==> config.mk <==
export PLATFORM = sky130hd
export DESIGN_NAME = tiered_flash_erase_sequencer
export DESIGN_NICKNAME = d
export VERILOG_FILES = /design/src/rtl/tfes_pkg.sv /design/src/rtl/tfes_planner.sv /design/src/rtl/tiered_flash_erase_sequencer.sv
export SDC_FILE = /design/constraint.sdc
export NUM_CORES = 1
export LEC_CHECK = 0
export ABC_CLOCK_PERIOD_IN_PS = 8900
export BUFFER_PORTS_ARGS = -buffer_cell sky130_fd_sc_hd__buf_2
export CORE_ASPECT_RATIO = 1.2
export CORE_MARGIN = 5
export CORE_UTILIZATION = 50
export CTS_BUF_LIST = sky130_fd_sc_hd__clkbuf_16
export DETAILED_ROUTE_END_ITERATION = 7
export PLACE_DENSITY_LB_ADDON = 0.08
export REMOVE_ABC_BUFFERS = 1
export SKIP_CTS_REPAIR_TIMING = 1
export SYNTH_ARGS = -nofsm -noshare
export SYNTH_HDL_FRONTEND = slang
export SYNTH_SLANG_ARGS = --single-unit
export TNS_END_PERCENT = 50
==> constraint.sdc <==
create_clock -name clk -period 8.9 [get_ports clk]
set_input_delay 1.78 -clock clk [delete_from_list [all_inputs] [get_ports clk]]
set_output_delay 1.78 -clock clk [all_outputs]
set_load 0.005 [all_outputs]
==> src/rtl/tfes_pkg.sv <==
`default_nettype none

package tfes_pkg;

  localparam int unsigned ADDR_W   = 32;
  localparam int unsigned CUR_W    = 33;
  localparam int unsigned BYTES_W  = 17;
  localparam int unsigned NUM_TIERS = 5;

  // operation codes carried by an input beat
  localparam logic OP_START = 1'b0;
  localparam logic OP_ACK   = 1'b1;

  // configuration register indexes
  localparam logic [0:0] REG_REGION_FIRST = 1'b0;
  localparam logic [0:0] REG_REGION_LAST  = 1'b1;

  // erase size codes
  localparam logic [1:0] SIZE_4K  = 2'd0;
  localparam logic [1:0] SIZE_32K = 2'd1;
  localparam logic [1:0] SIZE_64K = 2'd2;

  localparam logic [15:0] TICKS_SHORT = 16'd22223;
  localparam logic [15:0] TICKS_LONG  = 16'd55556;

  // plan tiers, one-hot, plus the finished state
  typedef enum logic [5:0] {
    PH_LEAD_4K   = 6'b000001,
    PH_LEAD_32K  = 6'b000010,
    PH_BULK_64K  = 6'b000100,
    PH_TRAIL_32K = 6'b001000,
    PH_TRAIL_4K  = 6'b010000,
    PH_DONE      = 6'b100000
  } phase_t;

  typedef logic [2:0] tier_t;

  typedef struct packed {
    logic        command_valid;
    logic [31:0] erase_address;
    logic [1:0]  erase_size;
    logic [15:0] timeout_ticks;
    logic        done_res;
    logic        range_error;
  } rsp_t;

  typedef struct packed {
    phase_t next_phase;
    rsp_t   rsp;
  } plan_t;

  // size code of a tier by its position in the plan
  function automatic logic [1:0] tier_size(input tier_t t);
    logic [1:0] code;
    case (t)
      3'd0:    code = SIZE_4K;
      3'd1:    code = SIZE_32K;
      3'd2:    code = SIZE_64K;
      3'd3:    code = SIZE_32K;
      3'd4:    code = SIZE_4K;
      default: code = SIZE_4K;
    endcase
    return code;
  endfunction

  // sector length in bytes of the tier the plan stands in
  function automatic logic [BYTES_W-1:0] phase_bytes(input phase_t p);
    logic [BYTES_W-1:0] b;
    case (p)
      PH_LEAD_4K, PH_TRAIL_4K:   b = 17'h01000;
      PH_LEAD_32K, PH_TRAIL_32K: b = 17'h08000;
      PH_BULK_64K:               b = 17'h10000;
      default:                   b = '0;
    endcase
    return b;
  endfunction

endpackage

`default_nettype wire

==> src/rtl/tfes_planner.sv <==
`default_nettype none

module tfes_planner (
  input  wire logic [tfes_pkg::CUR_W-1:0]  cursor,
  input  wire logic [tfes_pkg::ADDR_W-1:0] tail,
  input  wire tfes_pkg::phase_t            start_phase,
  output tfes_pkg::plan_t                  plan
);

  logic                            below;
  logic [tfes_pkg::CUR_W:0]        last_4k;
  logic [tfes_pkg::CUR_W:0]        last_32k;
  logic [tfes_pkg::CUR_W:0]        last_64k;
  logic [tfes_pkg::CUR_W:0]        tail_wide;
  logic                            fits_4k;
  logic                            fits_32k;
  logic                            fits_64k;
  logic [tfes_pkg::NUM_TIERS-1:0]  ok;
  logic [tfes_pkg::NUM_TIERS-1:0]  reach;
  logic [tfes_pkg::NUM_TIERS-1:0]  hit;
  tfes_pkg::tier_t                 sel;
  logic [1:0]                      size_code;

  // test whether each sector size still fits below the tail
  always_comb begin
    tail_wide = {2'b00, tail};
    below     = cursor < tail_wide[tfes_pkg::CUR_W-1:0];
    last_4k   = {1'b0, cursor} + 34'h0_0000_0FFF;
    last_32k  = {1'b0, cursor} + 34'h0_0000_7FFF;
    last_64k  = {1'b0, cursor} + 34'h0_0000_FFFF;
    fits_4k   = last_4k  <= tail_wide;
    fits_32k  = last_32k <= tail_wide;
    fits_64k  = last_64k <= tail_wide;
  end

  // qualify each tier, then take the first one at or after the start tier
  always_comb begin
    ok[0] = below && (cursor[14:0] != 15'd0) && fits_4k;
    ok[1] = below && (cursor[15:0] != 16'd0) && fits_32k;
    ok[2] = below && fits_64k;
    ok[3] = below && fits_32k;
    ok[4] = below && fits_4k;

    reach[0] = start_phase[0];
    for (int i = 1; i < tfes_pkg::NUM_TIERS; i++) begin
      reach[i] = reach[i-1] | start_phase[i];
    end
    hit = reach & ok;

    sel = '0;
    for (int i = tfes_pkg::NUM_TIERS - 1; i >= 0; i--) begin
      if (hit[i]) begin
        sel = tfes_pkg::tier_t'(i);
      end
    end
    size_code = tfes_pkg::tier_size(sel);
  end

  // build the command, or report the range done
  always_comb begin
    plan = '0;
    if (|hit) begin
      plan.next_phase        = tfes_pkg::phase_t'(6'(6'd1 << sel));
      plan.rsp.command_valid = 1'b1;
      plan.rsp.erase_address = cursor[tfes_pkg::ADDR_W-1:0];
      plan.rsp.erase_size    = size_code;
      plan.rsp.timeout_ticks = (size_code == tfes_pkg::SIZE_4K) ?
                               tfes_pkg::TICKS_SHORT : tfes_pkg::TICKS_LONG;
    end else begin
      plan.next_phase   = tfes_pkg::PH_DONE;
      plan.rsp.done_res = 1'b1;
    end
  end

endmodule

`default_nettype wire

==> src/rtl/tiered_flash_erase_sequencer.sv <==
// Tiered flash erase sequencer.
// Input channel (in_valid / in_stall): a start beat (operation 0) carries the
// head and inclusive tail of a range; an acknowledge beat (operation 1) tells
// the block the last erase finished. Every input beat yields exactly one
// result beat on the output channel (out_valid / out_stall): an erase command
// (address, size code, timeout), done when the range is exhausted, a range
// error for a rejected start, or all zero for an acknowledge while idle.
// The configuration channel (cfg_valid / cfg_ready, always ready) writes
// region_first (index 0) and region_last (index 1); write it only while idle.
// A result is registered in the output register, or in the skid register
// while the receiver stalls. Throughput is one item per cycle while in_stall
// is low, set by the single planning pass between input and output register.
// When the receiver stalls, the held result stays put and one more item is
// taken into a skid register; in_stall rises only while that skid register is
// full, so no result is lost or reordered.
// Reset clears the region to the full address space, leaves the block idle
// and empties the output and skid registers.
`default_nettype none

module tiered_flash_erase_sequencer (
  input  wire logic        clk,
  input  wire logic        rst,

  input  wire logic        in_valid,
  output logic             in_stall,
  input  wire logic        operation,
  input  wire logic [31:0] first_address,
  input  wire logic [31:0] last_address,

  output logic             out_valid,
  input  wire logic        out_stall,
  output logic             command_valid,
  output logic [31:0]      erase_address,
  output logic [1:0]       erase_size,
  output logic [15:0]      timeout_ticks,
  output logic             done_res,
  output logic             range_error,

  input  wire logic        cfg_valid,
  output logic             cfg_ready,
  input  wire logic [0:0]  cfg_index,
  input  wire logic [31:0] cfg_data
);

  logic [tfes_pkg::ADDR_W-1:0] region_first;
  logic [tfes_pkg::ADDR_W-1:0] region_last;
  logic [tfes_pkg::CUR_W-1:0]  cursor_address;
  logic [tfes_pkg::CUR_W-1:0]  cursor_address_next;
  logic [tfes_pkg::ADDR_W-1:0] tail_bound;
  logic [tfes_pkg::ADDR_W-1:0] tail_bound_next;
  tfes_pkg::phase_t            tier_phase;
  tfes_pkg::phase_t            tier_phase_next;

  logic                        in_fire;
  logic                        out_free;
  logic                        busy;
  logic                        range_ok;
  logic [tfes_pkg::CUR_W-1:0]  plan_cursor;
  logic [tfes_pkg::ADDR_W-1:0] plan_tail;
  tfes_pkg::phase_t            plan_phase;
  tfes_pkg::plan_t             plan;
  tfes_pkg::rsp_t              step_rsp;

  tfes_pkg::rsp_t              out_rsp;
  tfes_pkg::rsp_t              skid_rsp;
  logic                        skid_valid;

  assign in_stall  = skid_valid;
  assign in_fire   = in_valid && !in_stall;
  assign out_free  = !out_valid || !out_stall;
  assign cfg_ready = 1'b1;
  assign busy      = (tier_phase != tfes_pkg::PH_DONE);

  // check the start range against the region
  assign range_ok = (first_address >= region_first) && (first_address <= region_last) &&
                    (last_address >= region_first) && (last_address <= region_last) &&
                    (last_address > first_address);

  // pick the planner inputs: a fresh range, or step past the last sector
  always_comb begin
    if (operation == tfes_pkg::OP_START) begin
      plan_cursor = {1'b0, first_address};
      plan_tail   = last_address;
      plan_phase  = tfes_pkg::PH_LEAD_4K;
    end else begin
      plan_cursor = cursor_address +
                    {{(tfes_pkg::CUR_W - tfes_pkg::BYTES_W){1'b0}},
                     tfes_pkg::phase_bytes(tier_phase)};
      plan_tail   = tail_bound;
      plan_phase  = tier_phase;
    end
  end

  tfes_planner u_planner (
    .cursor      (plan_cursor),
    .tail        (plan_tail),
    .start_phase (plan_phase),
    .plan        (plan)
  );

  // settle the result and the next plan state for this beat
  always_comb begin
    step_rsp            = '0;
    cursor_address_next = cursor_address;
    tail_bound_next     = tail_bound;
    tier_phase_next     = tier_phase;
    if (operation == tfes_pkg::OP_START && !range_ok) begin
      step_rsp.range_error = 1'b1;
      tier_phase_next      = tfes_pkg::PH_DONE;
    end else if (operation == tfes_pkg::OP_START || busy) begin
      step_rsp            = plan.rsp;
      cursor_address_next = plan_cursor;
      tail_bound_next     = plan_tail;
      tier_phase_next     = plan.next_phase;
    end
  end

  // hold the plan state
  always_ff @(posedge clk) begin
    if (rst) begin
      cursor_address <= '0;
      tail_bound     <= '0;
      tier_phase     <= tfes_pkg::PH_DONE;
    end else if (in_fire) begin
      cursor_address <= cursor_address_next;
      tail_bound     <= tail_bound_next;
      tier_phase     <= tier_phase_next;
    end
  end

  // write the region registers
  always_ff @(posedge clk) begin
    if (rst) begin
      region_first <= '0;
      region_last  <= '1;
    end else if (cfg_valid && cfg_ready) begin
      case (cfg_index)
        tfes_pkg::REG_REGION_FIRST: region_first <= cfg_data;
        tfes_pkg::REG_REGION_LAST:  region_last  <= cfg_data;
        default: ;
      endcase
    end
  end

  // output register with a skid stage behind it
  always_ff @(posedge clk) begin
    if (rst) begin
      out_valid  <= 1'b0;
      skid_valid <= 1'b0;
    end else if (out_free) begin
      if (skid_valid) begin
        out_valid  <= 1'b1;
        skid_valid <= 1'b0;
      end else begin
        out_valid <= in_fire;
      end
    end else if (in_fire) begin
      skid_valid <= 1'b1;
    end
  end

  // move the payload along with the valid bits
  always_ff @(posedge clk) begin
    if (out_free) begin
      if (skid_valid) begin
        out_rsp <= skid_rsp;
      end else if (in_fire) begin
        out_rsp <= step_rsp;
      end
    end else if (in_fire) begin
      skid_rsp <= step_rsp;
    end
  end

  assign command_valid = out_rsp.command_valid;
  assign erase_address = out_rsp.erase_address;
  assign erase_size    = out_rsp.erase_size;
  assign timeout_ticks = out_rsp.timeout_ticks;
  assign done_res      = out_rsp.done_res;
  assign range_error   = out_rsp.range_error;

endmodule

`default_nettype wire
==> metrics <==
CP max stage cell buf_4; drt initial violations slightly above 700; dpl hpwl approximately 39000 µm; kind of critical path input pin to flip-flop; final wirelength between 40000 and 50000 µm; Synth cell types 79; Yosys top cell by area ha_1; Hold Worst Slack 0.4551 ns; worst hold path class flip-flop to flip-flop; ys async rst share 0; Hold EP region_first[20]; VDD IR max approximately 0.14 mV; Final nets 2422; final setup vio count 0; RSZ-0062 raised after global routing false; layout cells sized above 1 0.1338; Fmax roughly 0.14 GHz; DRT Pass-1 Iters 6; dpl ws 1.409 ns; Core ar. about 34000 µm²; Hold Path Depth 2; slew margin rel. 0.2222; Worst-Margin Slew 1.152 ns; share of the synthesized area in the top cell type 0.1970; r2r setup slk roughly 2.1 ns; vias in the first global route 14243; row cnt 74; Post-Synthesis Cells about 1900; clk sinks approximately 220; Finished Core Util 0.5577; R2R Path End erase_size[1]; Remaining Overflow, GRT 0; min-delay src region_first[20]; CP peak stage delay between 0.6 and 0.7 ns; Synth Area in Simple Gates 0.1709; worst reg2reg startpoint tier_phase[1]; CTS tree done; R2R depth 24; CTS max path bufs 3; startpoint type of the worst setup path input pin; largest net degree at the start of global routing ~110; crit end category flip-flop; Main synth FF type dfxtp_1; DP Area approximately 18000 µm²; max-cap violation count 0; vias per inst approximately 5.8; main area contributors after synthesis ha_1, dfxtp_1, edfxtp_1, nand2_1, a21oi_1; H-tree depth 1; Pleak 0.008364 µW; number of synthesized flops with an enable pin 78; Total Routing Usage GR 0.2523; die height between 200 and 250 µm; first-pass GRT wire length roughly 76000 µm; final hold vios 0; sequential fraction of the synthesis area 0.2999; Worst-Skew Late Latency about 0.56 ns; crit path time final between 7 and 8 ns; antenna-violating nets left 0; initial antenna violation count 6; CP required just over 9 ns; fin worst setup slack ~1.9 ns; starting density of the core 0.5017; Worst Path Buf+Inv 3; Residual DRC 0; Post-Synth XOR/XNOR Area 0.03977; die area 37710 µm²; num ports around 160; RePlAce Congestion between 0.9 and 1; flops & latches, synth 215; final instance area ~19000 µm²; complex-gate fraction of the synthesized area 0.1893; mux cell area share after synthesis 0.04081; Pwr Density approximately 160 nW/µm²; final period utilization 0.7904; Critical Path Fanout Max 55; vias post-DR roughly 15000; most frequent CP cell nand2_1; total CTS buffers 24; Syn Area/Cell roughly 8.7 µm²; synthesized area approximately 17000 µm²; fraction of the mapped netlist area in adder cells 0.1970; CP Data Arrival Time roughly 7.4 ns; main combinational cell family by area after synthesis adder cells; cells along the critical path buf_4 > buf_4 > nor3_1 > o22ai_1 > nor2_1 > nand3_1 > and3_1 > nand2_1 > nor3_1 > nand2_1 > xnor2_1 > ha_1 > nand2_1 > nor2_1 > nor4b_1 > a31oi_1 > nand2_1 > o211ai_1 > a211oi_2 > nor3_2 > nand2b_4 > buf_4 > o31ai_1; routed len/inst 19.27 µm; Design Power 2927 µW; status completed; Final Max Slew Viols 0; PortBufs roughly 150; synth warn 0; Clock Skew 0.03069 ns; FILL cells roughly 3200; Worst-path clk slew about 0.060 ns; Crit path max-delay family simple AND/OR/NAND/NOR gates; area grow syn2layout 11.15%; Root Buffer clkbuf_16; Die Span X between 150 and 200 µm
metal layers:
layer,GRT usage,vias up,share of wire
met5,0,-,0
met4,0.08298,0,0.031
met3,0.02340,80,0.048
met2,0.4271,403,0.47
met1,0.3393,6941,0.45
li1,-,7299,-
cell usage in the layout (no fill, tap or decap), types with 33 or more instances in the layout:
master,count
a211oi_1,68
ha_1,267
dfxtp_1,136
nor3_1,35
and3_1,37
nand4_1,47
mux2i_1,61
nor2_1,174
buf_2,152
edfxtp_1,78
inv_1,151
a211o_1,33
a21oi_1,138
nand2_1,198
xnor2_1,72
o21ai_0,58
registers in the layout (all words and copies together) (netlist names), 2 cells and up:
register,flops
cursor_address,33
erase_address,32
erase_size,2
region_first,32
region_last,32
skid_rsp,39
tail_bound,32
tier_phase,6
timeout_ticks,3
power breakdown:
| group | switching [µW] | internal (µW) |
|---|---|---|
| Combinational | 495 | 317 |
| Clock | 415 | 576 |
| Sequential | 35.5 | 1090 |
cell type report:
type	instances	area, µm²	area share
multi-input combinational	1486	10870	0.5768
sequential	215	5089	0.2700
timing repair buffer	180	983.4	0.05218
clock buffer	24	600.6	0.03187
tap	456	570.5	0.03027
inverter	145	544.3	0.02888
clock inverter	20	173.9	0.009228
antenna	6	15.01	0.0007967
per-stage QoR:
step | setup TNS [ns] | std cells
6_report | 0 | 2532
5_1_grt | 0 | 2532
4_1_cts | 0 | 2526
3_5_place_dp | 0 | 2482
3_3_place_gp | 0 | 2482
2_1_floorplan | -170.25 | 1846
worst max path at each step:
stage	from	end	slack (ns)	cells past startpoint
2_1_floorplan	first_address[0]	tier_phase[1]	-2.61	12
3_3_place_gp	operation	erase_address[29]	1.48	23
3_5_place_dp	operation	erase_address[31]	1.41	23
4_1_cts	operation	erase_address[31]	1.94	23
5_1_grt	operation	erase_address[31]	1.33	23
6_report	operation	erase_address[31]	1.87	23
logic make-up (layout without fill, tap and decap cells):
kind of cell | Yosys count | count (layout)
AND/OR/NAND/NOR | 612 | 612
AO/OA/AOI/OAI | 458 | 458
adder cells (fa/ha/maj) | 267 | 267
buffers and inverters | 241 | 369
flip-flops | 215 | 215
XOR/XNOR | 77 | 77
multiplexers | 68 | 68
other | 2 | 10
tightest hold or removal path, delay by kind of cell, from the launching register on:
kind            cells  cell delay [ns]
compound gates      1             0.05
simple gates        1             0.05
flops               1             0.31
synth_stat cells (all sizes together) (6+ instances only):
cell type  count
a2111oi        8
a211o         33
a211oi        72
a21o          30
a21oi        143
a31oi          6
and3          37
and4          11
buf           49
clkbuf        47
dfxtp        137
edfxtp        78
ha           267
inv          145
mux2           6
mux2i         62
nand2        198
nand2b         9
nand3         30
nand4         48
nor2         175
nor2b         16
nor3          36
nor4          16
nor4b          6
o211ai         8
o21a          12
o21ai         64
o31ai         38
or2            6
xnor2         72
Note: power is estimated with default switching activity, not from simulation.
